**src/ara_pkg.sv**
```systemverilog
// ara_pkg: shared constants, channel codes and types for the round robin averager
// depends on nothing
`timescale 1ns / 1ps

package ara_pkg;

   localparam int SAMPLES_PER_AVERAGE = 16;
   localparam int SAMPLE_BITS = 12;

   localparam int SAMPLE_W = 12;
   localparam int SUM_W = 16;
   localparam int FRAC_BITS = 8;
   localparam int AVG_W = 20;
   localparam int CH_W = 2;
   localparam int CH_COUNT = 3;
   localparam int TAKEN_W = $clog2(SAMPLES_PER_AVERAGE + 1);
   localparam int AVG_WIDE_W = SUM_W + FRAC_BITS;

   localparam logic [SAMPLE_W-1:0] SAMPLE_MASK = SAMPLE_W'((32'd1 << SAMPLE_BITS) - 32'd1);
   localparam logic [TAKEN_W-1:0] TAKEN_FULL = TAKEN_W'(SAMPLES_PER_AVERAGE);
   localparam logic [AVG_W-1:0] AVG_MAX = '1;

   localparam logic [CH_W-1:0] CH_ANTENNA = 2'd0;
   localparam logic [CH_W-1:0] CH_BATTERY = 2'd1;
   localparam logic [CH_W-1:0] CH_OUT_STAGE = 2'd2;

   typedef struct packed {
      logic [CH_W-1:0]  channel;
      logic [AVG_W-1:0] average;
      logic [CH_W-1:0]  next_channel;
   } rsp_payload_type;

   typedef struct packed {
      logic            emit;
      rsp_payload_type payload;
   } core_status_type;

endpackage

```
**src/ara_req_if.sv**
```systemverilog
// ara_req_if: sample channel, valid/ready handshake
// depends on ara_pkg
`timescale 1ns / 1ps

interface ara_req_if
   import ara_pkg::*;
();
   logic                valid;
   logic                ready;
   logic [SAMPLE_W-1:0] sample;

   modport source (output valid, output sample, input ready);
   modport sink (input valid, input sample, output ready);
endinterface

```
**src/ara_rsp_if.sv**
```systemverilog
// ara_rsp_if: result channel, valid/ready handshake
// depends on ara_pkg
`timescale 1ns / 1ps

interface ara_rsp_if
   import ara_pkg::*;
();
   logic             valid;
   logic             ready;
   logic [CH_W-1:0]  channel;
   logic [AVG_W-1:0] average;
   logic [CH_W-1:0]  next_channel;

   modport source (output valid, output channel, output average, output next_channel,
                   input ready);
   modport sink (input valid, input channel, input average, input next_channel,
                 output ready);
endinterface

```
**src/ara_core.sv**
```systemverilog
// ara_core: accumulator, sample count, channel select and per-channel average store
// depends on ara_pkg
`timescale 1ns / 1ps

module ara_core
   import ara_pkg::*;
(
   input  logic                clock,
   input  logic                reset,
   input  logic                step,
   input  logic [SAMPLE_W-1:0] sample,
   output core_status_type     status
);

   logic [SUM_W-1:0]      sum_ff, sum_in;
   logic [TAKEN_W-1:0]    taken_ff, taken_in;
   logic [CH_W-1:0]       channel_ff, channel_in;
   logic [AVG_W-1:0]      last_averages_ff [CH_COUNT];
   logic [SAMPLE_W-1:0]   smp;
   logic [AVG_WIDE_W-1:0] avg_wide;
   logic [AVG_W-1:0]      avg;
   logic [CH_W-1:0]       nxt;
   logic                  emit;

   assign smp = sample & SAMPLE_MASK;
   assign emit = (taken_ff == TAKEN_FULL);
   assign avg_wide = AVG_WIDE_W'({sum_ff, FRAC_BITS'(0)} / SAMPLES_PER_AVERAGE);
   assign avg = (avg_wide > AVG_WIDE_W'(AVG_MAX)) ? AVG_MAX : avg_wide[AVG_W-1:0];
   assign nxt = (channel_ff >= CH_OUT_STAGE) ? CH_ANTENNA : channel_ff + CH_BATTERY;

   always_comb begin
      sum_in = sum_ff;
      taken_in = taken_ff;
      channel_in = channel_ff;
      if (step) begin
         if (emit) begin
            sum_in = '0;
            taken_in = '0;
            channel_in = nxt;
         end else begin
            sum_in = sum_ff + SUM_W'(smp);
            taken_in = taken_ff + TAKEN_W'(1);
         end
      end
   end

   always_ff @(posedge clock) begin
      if (reset) begin
         sum_ff <= '0;
         taken_ff <= '0;
         channel_ff <= CH_ANTENNA;
         for (int i = 0; i < CH_COUNT; i++) begin
            last_averages_ff[i] <= '0;
         end
      end else begin
         sum_ff <= sum_in;
         taken_ff <= taken_in;
         channel_ff <= channel_in;
         if (step && emit && (channel_ff < CH_W'(CH_COUNT))) begin
            last_averages_ff[channel_ff] <= avg;
         end
      end
   end

   assign status.emit = emit;
   assign status.payload.channel = channel_ff;
   assign status.payload.average = avg;
   assign status.payload.next_channel = nxt;

`ifndef NO_ASSERTIONS
   a_taken_bound: assert property (@(posedge clock) disable iff (reset)
      taken_ff <= TAKEN_FULL)
      else $error("sample count beyond block size");

   a_clear_after_emit: assert property (@(posedge clock) disable iff (reset)
      step && emit |=> sum_ff == '0 && taken_ff == '0)
      else $error("accumulator not cleared after average");

   a_channel_reachable: assert property (@(posedge clock) disable iff (reset)
      channel_ff != 2'd3)
      else $error("channel select reached unused code");

   a_hold_when_idle: assert property (@(posedge clock) disable iff (reset)
      !step |=> $stable(sum_ff) && $stable(taken_ff) && $stable(channel_ff))
      else $error("state moved without a transaction");

   a_antenna_store: assert property (@(posedge clock) disable iff (reset)
      step && emit && channel_ff == CH_ANTENNA |=> last_averages_ff[0] == $past(avg))
      else $error("antenna average not stored");
`endif

endmodule

```
**src/ara_out_stage.sv**
```systemverilog
// ara_out_stage: result register between the core and the result channel
// depends on ara_pkg
`timescale 1ns / 1ps

module ara_out_stage
   import ara_pkg::*;
(
   input  logic            clock,
   input  logic            reset,
   input  logic            load,
   input  rsp_payload_type load_payload,
   output logic            free,
   output logic            out_valid,
   input  logic            out_ready,
   output rsp_payload_type out_payload
);

   logic            valid_ff, valid_in;
   rsp_payload_type payload_ff;

   assign free = !valid_ff || out_ready;
   assign valid_in = load || (valid_ff && !out_ready);

   always_ff @(posedge clock) begin
      if (reset) begin
         valid_ff <= 1'b0;
      end else begin
         valid_ff <= valid_in;
      end
      if (load) begin
         payload_ff <= load_payload;
      end
   end

   assign out_valid = valid_ff;
   assign out_payload = payload_ff;

endmodule

```
**src/adc_round_robin_averager_unit.sv**
```systemverilog
// adc_round_robin_averager_unit: top level of the round robin block averager
// depends on ara_pkg, ara_req_if, ara_rsp_if, ara_core, ara_out_stage
`timescale 1ns / 1ps

// usage
//   req_chan carries one 12-bit converter sample per transaction for the channel
//   currently selected (antenna, battery, output-stage voltage, in that order).
//   every block of SAMPLES_PER_AVERAGE samples is summed; the sample after the
//   block is dropped and produces one rsp_chan transaction: the channel averaged,
//   its average (8 fractional bits) and the channel the mux should select next.
//   all other samples produce nothing on rsp_chan.
// timing
//   one sample accepted per cycle, but a closing sample waits while the output register is full;
//   the result is valid on rsp_chan the cycle after it is taken, held in that single register.
// reset
//   synchronous; clears the accumulator, the count, the per-channel averages and
//   selects the antenna channel. rsp_chan is empty after reset.
// stall
//   while a result waits on rsp_chan, samples that only accumulate are still
//   taken; a closing sample waits until the output register is free.

module adc_round_robin_averager_unit
   import ara_pkg::*;
(
   input logic         clock,
   input logic         reset,
   ara_req_if.sink     req_chan,
   ara_rsp_if.source   rsp_chan
);

   core_status_type status;
   rsp_payload_type out_payload;
   logic            step;
   logic            out_free;

   assign req_chan.ready = !status.emit || out_free;
   assign step = req_chan.valid && req_chan.ready;

   ara_core u_core (
      .clock  (clock),
      .reset  (reset),
      .step   (step),
      .sample (req_chan.sample),
      .status (status)
   );

   ara_out_stage u_out_stage (
      .clock        (clock),
      .reset        (reset),
      .load         (step && status.emit),
      .load_payload (status.payload),
      .free         (out_free),
      .out_valid    (rsp_chan.valid),
      .out_ready    (rsp_chan.ready),
      .out_payload  (out_payload)
   );

   assign rsp_chan.channel = out_payload.channel;
   assign rsp_chan.average = out_payload.average;
   assign rsp_chan.next_channel = out_payload.next_channel;

endmodule

```
**src/flat_wrapper.sv**
```systemverilog
// flat-port wrapper written by rule: the top's interface ports become plain ports
module adc_round_robin_averager_unit_flat import ara_pkg::*;
  (clock, reset, req_chan_valid, req_chan_sample, req_chan_ready, rsp_chan_valid, rsp_chan_channel, rsp_chan_average, rsp_chan_next_channel, rsp_chan_ready);
  ara_req_if req_chan_i ();
  ara_rsp_if rsp_chan_i ();
  input logic clock;
  input logic reset;
  input wire logic [$bits(req_chan_i.valid)-1:0] req_chan_valid;
  input wire logic [$bits(req_chan_i.sample)-1:0] req_chan_sample;
  output wire logic [$bits(req_chan_i.ready)-1:0] req_chan_ready;
  output wire logic [$bits(rsp_chan_i.valid)-1:0] rsp_chan_valid;
  output wire logic [$bits(rsp_chan_i.channel)-1:0] rsp_chan_channel;
  output wire logic [$bits(rsp_chan_i.average)-1:0] rsp_chan_average;
  output wire logic [$bits(rsp_chan_i.next_channel)-1:0] rsp_chan_next_channel;
  input wire logic [$bits(rsp_chan_i.ready)-1:0] rsp_chan_ready;
  assign req_chan_i.valid = req_chan_valid;
  assign req_chan_i.sample = req_chan_sample;
  assign req_chan_ready = req_chan_i.ready;
  assign rsp_chan_valid = rsp_chan_i.valid;
  assign rsp_chan_channel = rsp_chan_i.channel;
  assign rsp_chan_average = rsp_chan_i.average;
  assign rsp_chan_next_channel = rsp_chan_i.next_channel;
  assign rsp_chan_i.ready = rsp_chan_ready;
  adc_round_robin_averager_unit u_core (.clock(clock), .reset(reset), .req_chan(req_chan_i), .rsp_chan(rsp_chan_i));
endmodule
```
**config.mk**
```make
export PLATFORM = sky130hd
export DESIGN_NAME = adc_round_robin_averager_unit_flat
export DESIGN_NICKNAME = d
export VERILOG_FILES = /design/src/ara_pkg.sv /design/src/ara_req_if.sv /design/src/ara_rsp_if.sv /design/src/ara_core.sv /design/src/ara_out_stage.sv /design/src/adc_round_robin_averager_unit.sv /design/src/flat_wrapper.sv
export SDC_FILE = /design/constraint.sdc
export NUM_CORES = 1
export LEC_CHECK = 0
export ABC_AREA = 1
export BUFFER_PORTS_ARGS = -buffer_cell sky130_fd_sc_hd__buf_2
export CAP_MARGIN = 0
export CELL_PAD_IN_SITES_DETAIL_PLACEMENT = 1
export CELL_PAD_IN_SITES_GLOBAL_PLACEMENT = 1
export CORE_ASPECT_RATIO = 1.2
export CORE_MARGIN = 5
export CORE_UTILIZATION = 37
export DETAILED_ROUTE_END_ITERATION = 7
export GPL_ROUTABILITY_DRIVEN = 0
export PLACE_DENSITY_LB_ADDON = 0.1
export SYNTH_ARGS = -nofsm -noshare
export SYNTH_HDL_FRONTEND = slang
export SYNTH_SLANG_ARGS = --single-unit
```
**constraint.sdc**
```tcl
create_clock -name clock -period 1.94 [get_ports clock]
set_input_delay 0.097 -clock clock [delete_from_list [all_inputs] [get_ports clock]]
set_output_delay 0.097 -clock clock [all_outputs]
set_load 0.05 [all_outputs]
```
==> flow_summary.json <==
{
  "period_share": 0.899,
  "syn_avg_cell_area_sq_um": 7.98,
  "cp-start-kind": "flop",
  "finalNetCount": 385,
  "die_y_microns": 99.0,
  "max_freq_ghz": 0.573,
  "cts_tree": "done",
  "cts_root_buf": "clkbuf_8",
  "p_leak_nw": 1.38,
  "yosys.area.top_type": "edfxtp_1",
  "synthFlopType": "dfxtp_1",
  "hold_path.class": "in2reg",
  "drt-vias-per-instance": 4.75,
  "clock_latency_ns": 0.30,
  "crit_buf_inv": 2,
  "start_util": 0.379,
  "grt_remaining_overflow": 0,
  "cp_cell_sequence": "ha_4, inv_1, fa_2, inv_2, nand3_1, nand3_2, nand2_1, nand2_1, nand2_1, nand2_1, nand3_1, nand2_1, nor2_2",
  "crit_top_cell": "nand2_1",
  "track_usage": 0.152,
  "power.density_nw_per_um2": 756,
  "r2r_setup_slack_ns": 0.20,
  "num_rows": 32,
  "cts.htree.levels": 2,
  "period_needed_ns": 1.74,
  "drive_gt1_frac": 0.217,
  "antenna-diode-count": 0,
  "max-vdd-ir-drop_mv": 0.290,
  "die_w_microns": 84.2,
  "crit_required_ns": 2.14,
  "fin_skew_ns": 0.0110,
  "synth_area_leaders": "edfxtp_1 (25%), dfxtp_1 (20%), nand2_1 (14%), ha_1 (7.2%), inv_1 (5.8%)",
  "dieArea_sq_um": 8330,
  "cts_buffer_depth": 2,
  "cp_max_fo": 3,
  "grt_first_pass_wirelength_mm": 10.0,
  "post-dp-hpwl_mm": 5.00,
  "rsz0062_at_grt": "no",
  "clock_sinks": 44,
  "drt_iter0_markers": 53,
  "numCtsBuffers": 5,
  "cp_slowest_stage_delay_ns": 0.38,
  "io_buffers": 37,
  "syn_inst": 306,
  "drv_cap": 0,
  "synth.top_cells.by_count": "nand2_1 (90), inv_1 (38), a21oi_1 (25)",
  "placed_area_sq_um": 2720,
  "slew_violations": 0,
  "critPathTopFamily": "simple AND/OR/NAND/NOR gates",
  "routedWlPerCell_microns": 14.0,
  "vias": 2091,
  "clk_pin_slew_ns": 0.09,
  "drc": 0,
  "async_reset_ff_frac": 0,
  "status": "finished clean",
  "grt_pass1_vias": 2121,
  "fin_area_sq_um": 2860,
  "first_pass_iters": 4,
  "yosysMostFrequentCell": "nand2_1",
  "place_inst": 430,
  "reg2reg_from": "u_core.u_core.sum_ff[0]",
  "synth_edf_count": 20,
  "boundaryPins": 42,
  "crit_type": "reg2reg",
  "ant_nets": 0,
  "grt_antenna_before_repair": 0,
  "area_growth_syn_to_layout_pct": 17.3,
  "hold_viol_final": 0,
  "wl_mm": 6.18,
  "crit_start": "u_core.u_core.sum_ff[0]",
  "end_kind": "flop",
  "slowest_stage": "fa_2",
  "worstHoldStart": "reset",
  "synth_top_area_frac": 0.246,
  "cp_data_arrival_time_ns": 1.94,
  "synth_area_sq_um": 2440,
  "cts_hold_buffers": 0,
  "setup_viol": 0,
  "ys_seq_elements": 44,
  "final_cell_count_no_fill": 440,
  "grt_start_max_net_pins": 15,
  "core_sq_um": 6450,
  "synth_warnings": 0,
  "seq_area_frac_synth": 0.443,
  "yosysUniqueCellTypes": 31
}
## registers in the layout, indices dropped and copies added, names as in the netlist
register,count
u_core.u_out_stage.out_valid,1
u_core.u_out_stage.out_payload,20
u_core.u_core.sum_ff,16
u_core.u_core.channel_ff,2
u_core.u_core.taken_ff,5
## where the power goes
part | switching [mW] | total (mW) | internal [mW]
registers | 0.0325 | 1.04 | 1.00
logic | 0.274 | 0.431 | 0.157
clock network | 0.317 | 0.699 | 0.382
## timing repair
action / in CTS / in global routing
gates resized for setup: 1 / 5
endpoints found under the setup margin: 1 / 4
pin swaps: 0 / 1
hold endpoints to repair: 0 / 0
setup buffers: 0 / 2
## through the flow
stage	total power, mW	hold slack [ns]	TNS [ns]	setup WS, ns	util
4_1_cts	2.18	0.158	0	0.0275	0.439
5_1_grt	2.29	0.180	0	0.0209	0.444
2_1_floorplan	1.37	0.166	0	0.111	-
3_3_place_gp	1.47	0.436	0	0.0983	0.422
3_5_place_dp	1.48	0.443	-0.00281	-0.00281	0.422
6_report	2.17	0.151	0	0.196	0.444
## worst paths after layout
check                                       endpoint  cells after the start
hold reg to reg   u_core.u_out_stage.out_payload[21]                      0
setup / recovery            u_core.u_core.sum_ff[12]                     13
setup reg to reg            u_core.u_core.sum_ff[12]                     13
hold / removal          u_core.u_out_stage.out_valid                      4
## routing by layer
metal	track usage	vias up	wire length, microns
met3	0.0268	6	219
met1	0.180	985	2690
li1	-	1073	-
met5	0	-	0
met2	0.279	27	3210
met4	0.0408	0	70
## layout make-up
cell class              instances  area [sq um]
well taps                      85           106
flip-flops and latches         44          1080
multi-input cells             215          1160
fillers                       823          3580
inverters                      43           161
repair buffers                 45           245
clock buffers                   6          72.6
clock inverters                 2          35.0
## cell usage in the layout (no fill, tap or decap), types with 2 or more instances in the layout
cell,synthesis,layout
a21oi_1,25,25
a21oi_2,5,5
and2_1,2,2
buf_2,0,37
buf_4,4,8
clkbuf_8,0,5
conb_1,1,4
dfxtp_1,24,23
edfxtp_1,20,20
ha_1,14,13
inv_1,38,37
inv_2,4,5
nand2_1,90,90
nand2_2,2,2
nand2_4,2,2
nand3_1,19,18
nand3_2,2,3
nand3b_1,2,2
nand4_1,3,3
nor2_1,24,24
nor3_1,2,2
o21ai_0,8,8
or2_2,2,2
xor2_1,2,2
## tightest hold or removal path, stage by stage
cell     delay (ns)
buf_2          0.09
inv_1          0.09
o21ai_0        0.09
inv_1          0.04
## logic make-up (layout without fill, tap and decap cells)
family / after synthesis / after routing / synth area share
other cells: 1 / 4 / 0.00154
fa+ha+maj: 15 / 15 / 0.0800
compound gates: 40 / 40 / 0.0917
xor+xnor: 3 / 3 / 0.0108
flops: 44 / 44 / 0.443
simple gates: 153 / 153 / 0.277
buf+inv: 50 / 96 / 0.0964
(Power assumes the default switching activity.)
